### config.mk
export PLATFORM = sky130hd
export DESIGN_NAME = sphpvf_divsqrt
export DESIGN_NICKNAME = d
export VERILOG_FILES = /design/src/sv/sphpvf_pkg.sv /design/src/sv/sphpvf_divsqrt.sv
export SDC_FILE = /design/constraint.sdc
export NUM_CORES = 1
export LEC_CHECK = 0
export ABC_AREA = 0
export BUFFER_PORTS_ARGS = -buffer_cell sky130_fd_sc_hd__buf_2
export CAP_MARGIN = 20
export CORE_UTILIZATION = 30
export CTS_CLUSTER_DIAMETER = 100
export CTS_CLUSTER_SIZE = 12
export DETAILED_ROUTE_END_ITERATION = 16
export PLACE_DENSITY_LB_ADDON = 0.15
export SYNTH_ARGS = -nofsm -noshare
export SYNTH_HDL_FRONTEND = slang
export SYNTH_SLANG_ARGS = --single-unit
### constraint.sdc
create_clock -name i_clk -period 5.2 [get_ports i_clk]
set_input_delay 0.52 -clock i_clk [delete_from_list [all_inputs] [get_ports i_clk]]
set_output_delay 0.52 -clock i_clk [all_outputs]
set_load 0.1 [all_outputs]
### src/sv/sphpvf_pkg.sv
`timescale 1ns / 1ps

package sphpvf_pkg;

    // Fixed data word of every Q-format field
    localparam int Q_W = 32;

    // Defaults for the top-level parameters
    localparam int FRAC_BITS_DEF = 16;
    localparam int ACC_WIDTH_DEF = 48;

    // Register reset values
    localparam logic [30:0]        H_RST    = 31'd65536;
    localparam logic signed [31:0] COEF_RST = -32'sd936;
    localparam logic [30:0]        KC_RST   = 31'd936;
    localparam logic [30:0]        MU_RST   = 31'd65536;

    // Register indexes
    localparam logic [1:0] REG_H    = 2'd0;
    localparam logic [1:0] REG_COEF = 2'd1;
    localparam logic [1:0] REG_KC   = 2'd2;
    localparam logic [1:0] REG_MU   = 2'd3;

    // Divide / square-root unit control and status
    typedef struct packed {
        logic start;
        logic sqrt;
    } t_ds_ctrl;

    typedef struct packed {
        logic busy;
        logic done;
    } t_ds_stat;

    // Magnitude of a signed word, 2^31 included
    function automatic logic [31:0] mag32(input logic signed [31:0] a);
        mag32 = a[31] ? 32'(-a) : 32'(a);
    endfunction

    // Apply sign to a magnitude, saturate to the signed 32 bit range
    function automatic logic signed [31:0] sat32(input logic neg, input logic [63:0] mag);
        logic signed [31:0] res;
        if (neg) begin
            res = (mag >= 64'h8000_0000) ? 32'sh8000_0000 : -$signed(mag[31:0]);
        end else begin
            res = (mag > 64'h7FFF_FFFF) ? 32'sh7FFF_FFFF : $signed(mag[31:0]);
        end
        sat32 = res;
    endfunction

endpackage

### src/sv/sphpvf_divsqrt.sv
`timescale 1ns / 1ps

// Radix-2 restoring divider and bit-pair square root sharing one subtractor
module sphpvf_divsqrt #(
    parameter int FRAC_BITS = sphpvf_pkg::FRAC_BITS_DEF
) (
    input  logic                      i_clk,
    input  logic                      i_rst_n,
    input  sphpvf_pkg::t_ds_ctrl      i_ctrl,
    input  logic [63:0]               i_rad,
    input  logic [31:0]               i_dvd,
    input  logic [31:0]               i_den,
    output sphpvf_pkg::t_ds_stat      o_stat,
    output logic [32+FRAC_BITS-1:0]   o_quo,
    output logic [31:0]               o_root
);

    localparam int DW = 32 + FRAC_BITS;
    localparam int XW = (DW > 64) ? DW : 64;
    localparam int CW = $clog2(DW + 1);

    logic          r_busy;
    logic          r_done;
    logic          r_sqrt;
    logic [CW-1:0] r_cnt;
    logic [35:0]   r_rem;
    logic [XW-1:0] r_x;
    logic [31:0]   r_root;
    logic [31:0]   r_den;

    logic [35:0] w_rem_sh;
    logic [35:0] w_trial;
    logic [35:0] w_diff;
    logic        w_ge;

    // One step: shift in next dividend bit or radicand bit pair, trial subtract
    always_comb begin
        if (r_sqrt) begin
            w_rem_sh = {r_rem[33:0], r_x[XW-1 -: 2]};
            w_trial  = {2'b00, r_root, 2'b01};
        end else begin
            w_rem_sh = {r_rem[34:0], r_x[XW-1]};
            w_trial  = {4'b0000, r_den};
        end
        w_ge   = (w_rem_sh >= w_trial);
        w_diff = w_rem_sh - w_trial;
    end

    // Control
    always_ff @(posedge i_clk) begin
        if (!i_rst_n) begin
            r_busy <= 1'b0;
            r_done <= 1'b0;
            r_cnt  <= '0;
        end else begin
            r_done <= 1'b0;
            if (i_ctrl.start) begin
                r_busy <= 1'b1;
                r_cnt  <= i_ctrl.sqrt ? CW'(32) : CW'(DW);
            end else if (r_busy) begin
                r_cnt <= r_cnt - 1'b1;
                if (r_cnt == CW'(1)) begin
                    r_busy <= 1'b0;
                    r_done <= 1'b1;
                end
            end
        end
    end

    // Datapath
    always_ff @(posedge i_clk) begin
        if (i_ctrl.start) begin
            r_sqrt <= i_ctrl.sqrt;
            r_rem  <= '0;
            r_root <= '0;
            r_den  <= i_den;
            if (i_ctrl.sqrt) begin
                r_x <= XW'(i_rad) << (XW - 64);
            end else begin
                r_x <= XW'({i_dvd, {FRAC_BITS{1'b0}}}) << (XW - DW);
            end
        end else if (r_busy) begin
            r_rem <= w_ge ? w_diff : w_rem_sh;
            if (r_sqrt) begin
                r_x    <= r_x << 2;
                r_root <= {r_root[30:0], w_ge};
            end else begin
                r_x <= {r_x[XW-2:0], w_ge};
            end
        end
    end

    assign o_stat.busy = r_busy;
    assign o_stat.done = r_done;
    assign o_quo       = r_x[DW-1:0];
    assign o_root      = r_root;

endmodule

==> summary.md, run 1 <==
| Metric | Value |
|---|---|
| Max clock buf depth | `2` |
| Critical Setup Path Class | `flop to flop` |
| Worst-path clk slew | `~70 ps` |
| CP peak stage delay | `a little under 500 ps` |
| CP Cell Sequence | `buf_12, mux2_2, ha_1, nand4_1, nor3_1, a211oi_2, a211o_1, nand2_1, buf_4, nand2_1, a311oi_1` |
| Yosys cell types | `roughly 70` |
| Routability congestion estimate | `around 0.85` |
| Post-layout min period | `about 4200 ps` |
| Area Growth Syn to Fin | `15.9%` |
| Slowest CP cell | `ha_1` |
| Post-detail-place hpwl | `just over 20 mm` |
| Pre-antenna DRT Iters | `4` |
| Final Hold Fails | `0` |
| Critical Path End | `r_rem[3]` |
| First-pass GRT wire length | `46.0 mm` |
| Final instance area | `between 0.01 and 0.015 mm2` |
| Vias per inst | `between 4 and 5` |
| Sequential-to-total area share from yosys stat | `41.4%` |
| Post-Syn Area | `roughly 0.011 mm2` |
| R2r worst-path depth | `11` |
| Htree depth | `4` |
| Max-cap violations | `0` |
| Layout cells sized above 1 | `about a quarter` |
| Largest family of logic cells by synthesized area | `compound AO/OA/AOI/OAI gates` |
| Port bufs | `213` |
| Largest net degree at the start of global routing | `82` |
| Synth Area in Simple Gates | `13.6%` |
| Setup_tns | `0 ps` |
| Worst path most repeated cell | `nand2_1` |
| RSZ-0062 raised after global routing | `no` |
| Commonest non-fill, non-tap cell in the layout | `buf_2` |
| CTS root buffer | `clkbuf_16` |
| Status | `finished, final reports clean` |
| Power consumption | `0.00619 W` |
| Vias in the first global route | `about 8400` |
| Post-synthesis compound-gate area fraction | `between 10% and 20%` |
| Die H | `190 um` |
| Type of the most critical hold path | `input pin to flop` |
| Multi-input gate area | `about 0.0055 mm2` |
| CP arrival | `between 4000 and 5000 ps` |
| Post-layout nets | `approximately 1400` |
| Total GRT Usage | `between 10% and 20%` |
| DRT iter0 DRCs | `approximately 400` |
| Cell family with most CP delay | `simple AND/OR/NAND/NOR gates` |
| Top-level I/O count | `214` |
| WP buf/inv | `2` |
| # rows | `between 60 and 70` |
| Clk_lat worst skew | `approximately 450 ps` |
| CP Launch Type | `flop` |
| Setup violations, final | `0` |
| Synth async-reset ratio | `0%` |
| Gr ovfl total | `0` |
| Post-synth EDFFs | `97` |
| Post-Synth Adder-Cell Area | `roughly 4.4%` |
| Final period util | `80.9%` |
| Post-DRT Antenna Nets | `0` |
| R2r setup slk | `slightly below 1000 ps` |
| Worst setup EP type | `flop` |
| Post-Synth XOR/XNOR Area | `around 2.4%` |
| Worst setup path start | `r_sqrt` |
| Setup Fix Bufs, Post-CTS | `0` |
| CTS sink count | `between 150 and 200` |
| Post-Synthesis Cells | `~1100` |
| CP max FO | `73` |
| CTS tree | `yes` |
| Placed Area | `0.0117 mm2` |
| Mux cell area share after synthesis | `12.6%` |
| WP data required | `approximately 5600 ps` |
| CP Depth | `11` |
| Clk_skew | `just over 20 ps` |
| Resize count post-CTS | `0` |
| Most frequent cells in the layout | `buf_2, nand2_1, mux2i_1, edfxtp_1, a21oi_1` |
| Post-synth top flop | `edfxtp_1` |
| Via Count | `approximately 8600` |
| Remaining DRCs | `0` |
| CORE AREA | `roughly 0.035 mm2` |
| Slew @ Worst Pin | `around 1100 ps` |
| # hold bufs at CTS | `0` |
| Die ar. | `approximately 0.036 mm2` |
| Final wirelength | `29.2 mm` |
| PD cells | `501 mW/mm2` |
| Antenna violations before repair | `1` |
| Fmax | `0.238 GHz` |
| Average size of a mapped cell | `between 9 and 10 um2` |
| Number of synthesized register bits | `172` |
| Slew Limit Fails | `0` |
| Die span in x | `190 um` |
| Starting density of the core | `slightly above 30%` |
| FF-to-FF Start | `r_sqrt` |
| Fillers | `roughly 3600` |
| Synthesis Warnings | `0` |
| Reg area | `approximately 0.0044 mm2` |
| Routed WL per cell | `16.9 um` |
| Leak Pwr | `between 5 and 6 nW` |
| Cts bufs inserted | `17` |
| Mapped Nets | `about 1300` |
| Slew HR | `26.7%` |
| Peak VDD IR | `0.260 mV` |
| FF-to-FF End | `r_rem[3]` |
-- area by class of cell --
type	instances	share of cell area, %
Multi-Input combinational cell	818	44.4
Clock buffer	17	3.44
Sequential cell	172	35.7
Antenna cell	1	0.0203
Tap cell	455	4.61
Clock inverter	15	1.48
Timing Repair Buffer	227	9.63
Inverter	21	0.638
-- routing by layer --
metal	vias up	share of wire (%)	track usage (%)
met5	-	0	0
li1	4338	-	-
met4	0	0.79	3.94
met2	211	46	26.4
met1	4001	47	21.3
met3	12	5.4	3.79
-- cell families (layout without fill, tap and decap cells) --
logic type / count (synthesis) / count (layout)
other cells: 0 / 1
fa+ha+maj: 37 / 37
flops: 172 / 172
buf+inv: 146 / 280
simple gates: 321 / 321
xor+xnor: 29 / 29
mux: 130 / 130
compound gates: 301 / 301
-- stage by stage --
stage,instances,util (%),hold slack (ps),setup WS (ps)
3_3_place_gp,1693,33.8,469,1020
5_1_grt,1725,35.6,211,691
4_1_cts,1725,35.6,214,962
3_5_place_dp,1693,33.8,471,971
2_1_floorplan,1136,-,437,1090
6_report,1726,35.6,240,991
-- how the worst min path moves through the flow --
stage | start | to | depth (start not counted)
after global routing | i_den[30] | r_den[30] | 1
final | i_den[30] | r_den[30] | 1
after global placement | o_root[24] | o_root[25] | 2
after floorplan | r_rem[17] | r_rem[17] | 2
after CTS | i_den[30] | r_den[30] | 1
after detailed placement | o_root[31] | o_root[31] | 2
-- cell usage after synthesis (all sizes together) (8+ instances only) --
cell / number / area, um2
nand2: 174 / 653
a21oi: 100 / 515
edfxtp: 97 / 2910
mux2i: 97 / 971
dfxtp: 75 / 1500
buf: 73 / 479
o21ai: 62 / 314
nor2: 53 / 206
clkbuf: 52 / 196
a211oi: 43 / 333
nor2b: 38 / 238
ha: 36 / 450
mux2: 33 / 372
inv: 21 / 78.8
a311oi: 19 / 166
a21o: 17 / 128
xnor2: 15 / 131
xor2: 14 / 123
nand3: 12 / 60.1
nor3: 10 / 50.1
nand4: 9 / 56.3
o21a: 8 / 60.1
-- report_power, final --
part	internal (W)	switching [W]	leakage [nW]
combinational	0.00104	0.00203	3.25
clock	0.000725	0.000617	0.281
sequential	0.00164	0.000132	1.59
-- sequential cells by signal (all words and copies together) (netlist names) --
name and flops:
o_root 32, r_den 32, r_busy 1, r_done 1, r_sqrt 1, r_cnt 6
r_rem 35, r_x 64
No activity file was read; power rests on OpenSTA's default activity.
==> run 2: changes to the inputs <==
Settings changed: ABC_AREA 0 to 1.
Clock period 5.2 ns to 3.7 ns, I/O delays scaled along.
==> run 2 against run 1 <==
  * Critical path depth increased by 5
  * Combinational power increased by 12%
  * First-iteration DRC count increased by 89%
  * Register-to-register slack got worse by 630 ps
  * Clock skew decreased by 4.2 ps
  * Routed wire length increased by 26%
  * Critical path type unchanged
  * Critical endpoint is now r_rem[32]
  * Highest routed layer is now met5
==> summary.md, run 2 <==
| Metric | Value |
|---|---|
| Remaining DRCs | `0 (unchanged)` |
| Post-synth EDFFs | `97 (unchanged)` |
| Slew @ Worst Pin | `796 ps (-304 ps)` |
| Post-layout nets | `1903 (+33%)` |
| Largest net degree at the start of global routing | `108 (+32%)` |
| CTS tree | `yes` |
| # rows | `71 (+4.4%)` |
| Type of the most critical hold path | `input pin to flop` |
| Resize count post-CTS | `0 (unchanged)` |
| Placed Area | `0.0129 mm2 (+9.7%)` |
| RSZ-0062 raised after global routing | `no` |
| CORE AREA | `0.0379 mm2 (+9.3%)` |
| CTS sink count | `172 (unchanged)` |
| Synthesis Warnings | `0 (unchanged)` |
| Synth async-reset ratio | `0% (unchanged)` |
| Count leader, synth | `nand2_1` |
| Final wirelength | `36.8 mm (+26%)` |
| Fmax | `0.299 GHz (+26%)` |
| Peak VDD IR | `0.390 mV (+50%)` |
| Most frequent cells in the layout | `nand2_1, inv_1, buf_2` |
| Htree depth | `4 (unchanged)` |
| # hold bufs at CTS | `0 (unchanged)` |
| Layout cells sized above 1 | `19.2% (-5.3 points)` |
| Synth top area cells | `edfxtp_1, dfxtp_1, nand2_1` |
| Place WS | `347 ps (-624 ps)` |
| Post-synth top flop | `edfxtp_1` |
| Post-Syn Area | `0.0117 mm2 (+9.5%)` |
| Routed WL per cell | `16.3 um (-3.6%)` |
| Largest Register | `r_x` |
| Commonest non-fill, non-tap cell in the layout | `nand2_1` |
| Final Core Density | `35.5% (-0.11 points)` |
| Yosys cell types | `47 (-31%)` |
| Clk_lat worst skew | `450 ps (about the same)` |
| Worst setup EP type | `flop` |
| Antenna violations before repair | `4 (+3)` |
| Total GRT Usage | `18.8% (+2.7 points)` |
| Average size of a mapped cell | `7.28 um2 (-22%)` |
| Area Growth Syn to Fin | `15.4%` |
| Fillers | `4128 (+13%)` |
| Routability congestion estimate | `0.928 (+8.6%)` |
| Post-layout min period | `3340 ps (-867 ps)` |
| Post-Synthesis Cells | `1603 (+41%)` |
| Pre-antenna DRT Iters | `7 (+3)` |
| Starting density of the core | `30.8% (+0.056 points)` |
| Setup slack after layout | `358 ps (-633 ps)` |
| Slew Limit Fails | `0 (unchanged)` |
| Number of synthesized register bits | `172 (unchanged)` |
| Setup violations, final | `0 (unchanged)` |
| Post-synth top cells | `nand2_1, inv_1, nand3_1, nor2_1, o21ai_0` |
| CTS root buffer | `clkbuf_16` |
| Critical Setup Path Class | `flop to flop` |
| Port bufs | `213 (unchanged)` |
| Setup Fix Bufs, Post-CTS | `0 (unchanged)` |
| Final period util | `90.3% (+9.4 points)` |
| CP arrival | `3700 ps (-850 ps)` |
| Max clock buf depth | `2 (unchanged)` |
| Status | `finished, final reports clean` |
| Vias per inst | `4.73 (-4.6%)` |
| Mapped Nets | `1772 (+36%)` |
| Post-detail-place hpwl | `28.3 mm (+37%)` |
| Final Hold Fails | `0 (unchanged)` |
| DRT iter0 DRCs | `737 (+89%)` |
| Max-cap violations | `0 (unchanged)` |
| Die H | `199 um (+4.6%)` |
| Leak Pwr | `6.59 nW (+29%)` |
| Post-DRT Antenna Nets | `0 (unchanged)` |
| Vias in the first global route | `10400 (+24%)` |
| First-pass GRT wire length | `57.3 mm (+24%)` |
| Top Registers | `r_x: 64 flops, r_rem: 35 flops` |
| Die ar. | `0.0397 mm2 (+9.4%)` |
| Yosys top cell by area | `edfxtp_1` |
| Worst-path clk slew | `80 ps (about the same)` |
| WP data required | `4050 ps (-1500 ps)` |
| Slew HR | `46.9% (+20 points)` |
| Final instance area | `0.0135 mm2 (+8.9%)` |
| PD cells | `570 mW/mm2 (+14%)` |
| Die span in x | `199 um (+4.6%)` |
| Setup_tns | `0 ps (unchanged)` |
| Cts bufs inserted | `17 (unchanged)` |
| Max reg flops | `64 (unchanged)` |
| CP Launch Type | `flop` |
| Clk_skew | `16.4 ps (-4.19 ps)` |
| Gr ovfl total | `0 (unchanged)` |
| CP max FO | `33 (-55%)` |
| Power consumption | `0.00767 W (+24%)` |
| Sequential-to-total area share from yosys stat | `37.8% (-3.6 points)` |
| Via Count | `10700 (+25%)` |
| Inserted Diodes | `0 (-1)` |
| Top-area cell type share of the netlist area | `25.0% (-2.4 points)` |
| Top-level I/O count | `214 (unchanged)` |
## run 2: cell count changes in the layout (fill, tap and decap cells not counted), moves of 27 or more
| cell | change |
|---|---|
| a211oi_1 | -40 |
| a21oi_1 | -41 |
| inv_1 | +216 |
| mux2_2 | -33 |
| mux2i_1 | -67 |
| nand2_1 | +197 |
| nand3_1 | +147 |
| nor2_1 | +65 |
| nor2b_1 | -38 |
| o21ai_0 | +51 |
| o221ai_1 | +29 |
| o31ai_1 | +27 |
## run 2: layout make-up
type / instances / area (um2) / share of cell area [%]
flip-flops and latches: 172 / 4410 / 32.8
clock buffers: 17 / 425 / 3.16
repair buffers: 238 / 1310 / 9.73
clock inverters: 15 / 136 / 1.01
inverters: 244 / 917 / 6.81
well taps: 511 / 639 / 4.75
multi-input cells: 1061 / 5620 / 41.7
## run 2: final timing paths
check             startpoint         to  slack, ps  cells past startpoint
setup / recovery      r_sqrt  r_rem[32]        360                     16
hold reg to reg    r_rem[34]  r_rem[34]        450                      2
hold / removal      i_den[1]   r_den[1]         90                      1
setup reg to reg      r_sqrt  r_rem[32]        360                     16
## run 2: layer usage
metal / vias to the layer above / wire [um] / track usage (%)
li1: 5445 / - / -
met2: 263 / 16700 / 29.4
met1: 4936 / 17300 / 25.3
met4: 8 / 543 / 5.38
met3: 32 / 2220 / 4.84
met5: - / 49 / 0
## run 2: where the power goes
part	switching, W	internal, W	total (W)
Clock	0.000842	0.000938	0.00178
Sequential	0.000162	0.00229	0.00245
Combinational	0.00245	0.000994	0.00344
Total	0.00345	0.00422	0.00767
## run 2: cells by family (layout without fill, tap and decap cells)
family	after synthesis	in the layout	share of synthesized area, %
simple gates	724	724	27.3
compound gates	251	251	12.8
fa+ha+maj	37	37	4.03
buf+inv	370	514	14.1
mux	30	30	2.57
flops	172	172	37.8
xor+xnor	19	19	1.43
## run 2: through the flow
stage / instances / hold WS (ps)
after floorplan: 1603 / 426
after global placement: 2225 / 443
after detailed placement: 2225 / 444
after CTS: 2257 / 56.8
after global routing: 2258 / 56.1
final: 2258 / 85.9
## run 2: critical path, stage by stage, from the launching register on
cell and delay [ps]:
edfxtp_1 530, buf_12 230, buf_4 200, o21ai_0 290
inv_1 80, ha_1 420, nand2_1 170, nor2_2 80
nand2_2 80, nor2_1 40, nand2_1 70, nand2_1 80
a21oi_4 240, buf_4 340, nand3_1 190, nand3_1 130
nand2_1 50
==> run 3: changes to the inputs <==
Settings changed: ABC_AREA 1 to unset, MAX_ROUTING_LAYER set to met4.
==> run 3 against run 2 <==
  * Utilization rose by 1.5 points
  * Sequential cell count is the same
  * Maximum frequency down 5.5%
  * Cell count shrank 21%
  * Setup slack got worse by 190 ps
  * Non-clock buffer count grew 39
  * Global-route usage down 2.0 points
  * Clock skew decreased by 0.97 ps
  * Critical path type unchanged
==> summary.md, run 3 (synthesized netlist as in run 1, its figures left out) <==
| Metric | Value |
|---|---|
| Status | `finished, final reports clean` |
| CTS tree | `yes` |
| Final period util | `95.5% (+5.2 points)` |
| CP max FO | `27 (-18%)` |
| Max-cap violations | `0 (unchanged)` |
| Switching pwr | `0.00413 W (+20%)` |
| Port bufs | `213 (unchanged)` |
| Slew Limit Fails | `0 (unchanged)` |
| Layout cells sized above 1 | `27.7% (+8.5 points)` |
| Power share of the clock group | `19.5% (-3.7 points)` |
| Post-layout nets | `1476 (-22%)` |
| Setup violations, final | `0 (unchanged)` |
| Vias in the first global route | `8537 (-18%)` |
| Pre-antenna DRT Iters | `6 (-1)` |
| # hold bufs at CTS | `0 (unchanged)` |
| Clk_lat worst skew | `450 ps (about the same)` |
| Worst-path clk slew | `80 ps (about the same)` |
| Area Growth Syn to Fin | `20.3%` |
| Peak VDD IR | `0.447 mV (+15%)` |
| Setup slack after layout | `165 ps (-194 ps)` |
| PD cells | `720 mW/mm2 (+26%)` |
| Remaining DRCs | `0 (unchanged)` |
| CORE AREA | `0.0347 mm2 (-8.5%)` |
| DRT iter0 DRCs | `402 (-45%)` |
| Fillers | `3565 (-14%)` |
| Vias per inst | `4.97 (+5.1%)` |
| Clk_skew | `15.4 ps (-0.973 ps)` |
| Int Pwr | `0.00511 W (+21%)` |
| Cts bufs inserted | `17 (unchanged)` |
| Comb power frac | `53.5% (+8.6 points)` |
| Fin cells | `1775 (-21%)` |
| Htree depth | `4 (unchanged)` |
| Slowest CP cell | `edfxtp_1` |
| # rows | `68 (-4.2%)` |
| WP data required | `4080 ps (+30 ps)` |
| Top-level I/O count | `214 (unchanged)` |
| Inserted Diodes | `0 (unchanged)` |
| CP peak stage delay | `440 ps (-90 ps)` |
| Critical Setup Path Class | `flop to flop` |
| Leak Pwr | `5.40 nW (-18%)` |
| Type of the most critical hold path | `input pin to flop` |
| Largest Register | `r_x` |
| Final wirelength | `29.8 mm (-19%)` |
| Starting density of the core | `30.7% (-0.056 points)` |
| CP Cell Sequence | `buf_12, or2_2, ha_1, fa_1, nand2b_1, a21o_1, a211oi_2, o21ai_2, o41ai_2, a31oi_1, or4_1, nand3_1` |
| Slew HR | `45.2% (-1.7 points)` |
| Fmax | `0.283 GHz (-5.5%)` |
| CTS root buffer | `clkbuf_16` |
| Max reg flops | `64 (unchanged)` |
| Max clock buf depth | `2 (unchanged)` |
| Post-DRT Antenna Nets | `0 (unchanged)` |
| Net Sw Frac | `44.7% (-0.27 points)` |
| Post-layout min period | `3540 ps (+194 ps)` |
| Die ar. | `0.0363 mm2 (-8.6%)` |
| Most frequent cells in the layout | `buf_2, nand2_1, mux2i_1, edfxtp_1, a21oi_1` |
| Commonest non-fill, non-tap cell in the layout | `buf_2` |
| CTS sink count | `172 (unchanged)` |
| Antenna violations before repair | `0 (-4)` |
| Final Core Density | `36.9% (+1.5 points)` |
| Place WS | `76.8 ps (-270 ps)` |
| Worst setup EP type | `flop` |
| Final Hold Fails | `0 (unchanged)` |
| Slew @ Worst Pin | `822 ps (+25.4 ps)` |
| Worst hold margin | `91.8 ps (+5.92 ps)` |
| Setup_tns | `0 ps (unchanged)` |
| CP Launch Type | `flop` |
| Die H | `190 um (-4.4%)` |
| Placed Cells | `1742 (-22%)` |
| CP arrival | `3920 ps (+220 ps)` |
| Via Count | `8824 (-17%)` |
| Gr ovfl total | `0 (unchanged)` |
| Routed WL per cell | `16.8 um (+2.9%)` |
| Die span in x | `190 um (-4.4%)` |
| First-pass GRT wire length | `46.2 mm (-19%)` |
| Post-detail-place hpwl | `21.6 mm (-24%)` |
| Flop pwr share | `27.0% (-4.9 points)` |
| Largest net degree at the start of global routing | `165 (+53%)` |
| Top Registers | `r_x: 64 flops, r_rem: 35 flops` |
| Total GRT Usage | `16.8% (-2.0 points)` |
| Routability congestion estimate | `0.856 (-7.7%)` |
run 3: cell count changes in the layout (fill, tap and decap cells not counted), moves of 28 or more:
| cell | previous run | this run |
|---|---|---|
| a211oi_1 | 1 | 40 |
| a21oi_1 | 55 | 96 |
| buf_4 | 21 | 57 |
| inv_1 | 236 | 20 |
| mux2_2 | 0 | 33 |
| mux2i_1 | 30 | 97 |
| nand2_1 | 371 | 174 |
| nand3_1 | 159 | 12 |
| nor2_1 | 117 | 52 |
| nor2b_1 | 0 | 38 |
| o21ai_0 | 109 | 57 |
| o221ai_1 | 32 | 3 |
| o31ai_1 | 31 | 3 |
run 3: metal layers:
metal  vias up  share of wire (%)  GRT usage, %
met3        12                4.7          3.35
met1      4154                 48          21.4
met2       207                 46          27.3
li1       4451                  -             -
met4         0               0.96          3.75
met5         -                  0             -
run 3: cell type report:
class	count	area (um2)	share of cell area, %
clock inverters	15	150	1.17
flip-flops and latches	172	4420	34.4
repair buffers	277	1630	12.7
well taps	455	569	4.44
clock buffers	17	425	3.32
inverters	21	78.8	0.615
multi-input cells	818	5560	43.3
run 3: worst max-delay path: cells and delay by family (launching register included):
family          cells  cell delay [ps]
compound gates      5             1270
simple gates        4              980
fa+ha+maj           2              590
flops               1              440
buf+inv             1              200
run 3: path summary, 6_finish.rpt:
check,slack (ps),from,depth (start not counted),endpoint
max,160,r_sqrt,12,r_rem[26]
min,90,i_den[19],1,r_den[19]
max reg2reg,160,r_sqrt,12,r_rem[26]
min reg2reg,480,o_root[31],2,o_root[31]
run 3: power groups by stage:
stage / Combinational (W) / Clock, W / Sequential (W)
floorplan: 0.00344 / 0 / 0.00248
global placement: 0.00483 / 0 / 0.00254
detailed placement: 0.00481 / 0 / 0.00254
CTS: 0.00484 / 0.00187 / 0.00250
global route: 0.00541 / 0.00194 / 0.00253
finish: 0.00494 / 0.00180 / 0.00250
run 3: timing repair:
item	in CTS	in global routing
setup endpoints to repair	0	18
resized for setup	0	13
buffers inserted	0	1
run 3: stage by stage:
step                total power (W)  area [um2]
CTS                         0.00921       12700
floorplan                   0.00592       10700
finish                      0.00924       12800
detailed placement          0.00735       12200
global placement            0.00736       12200
global route                0.00988       12800
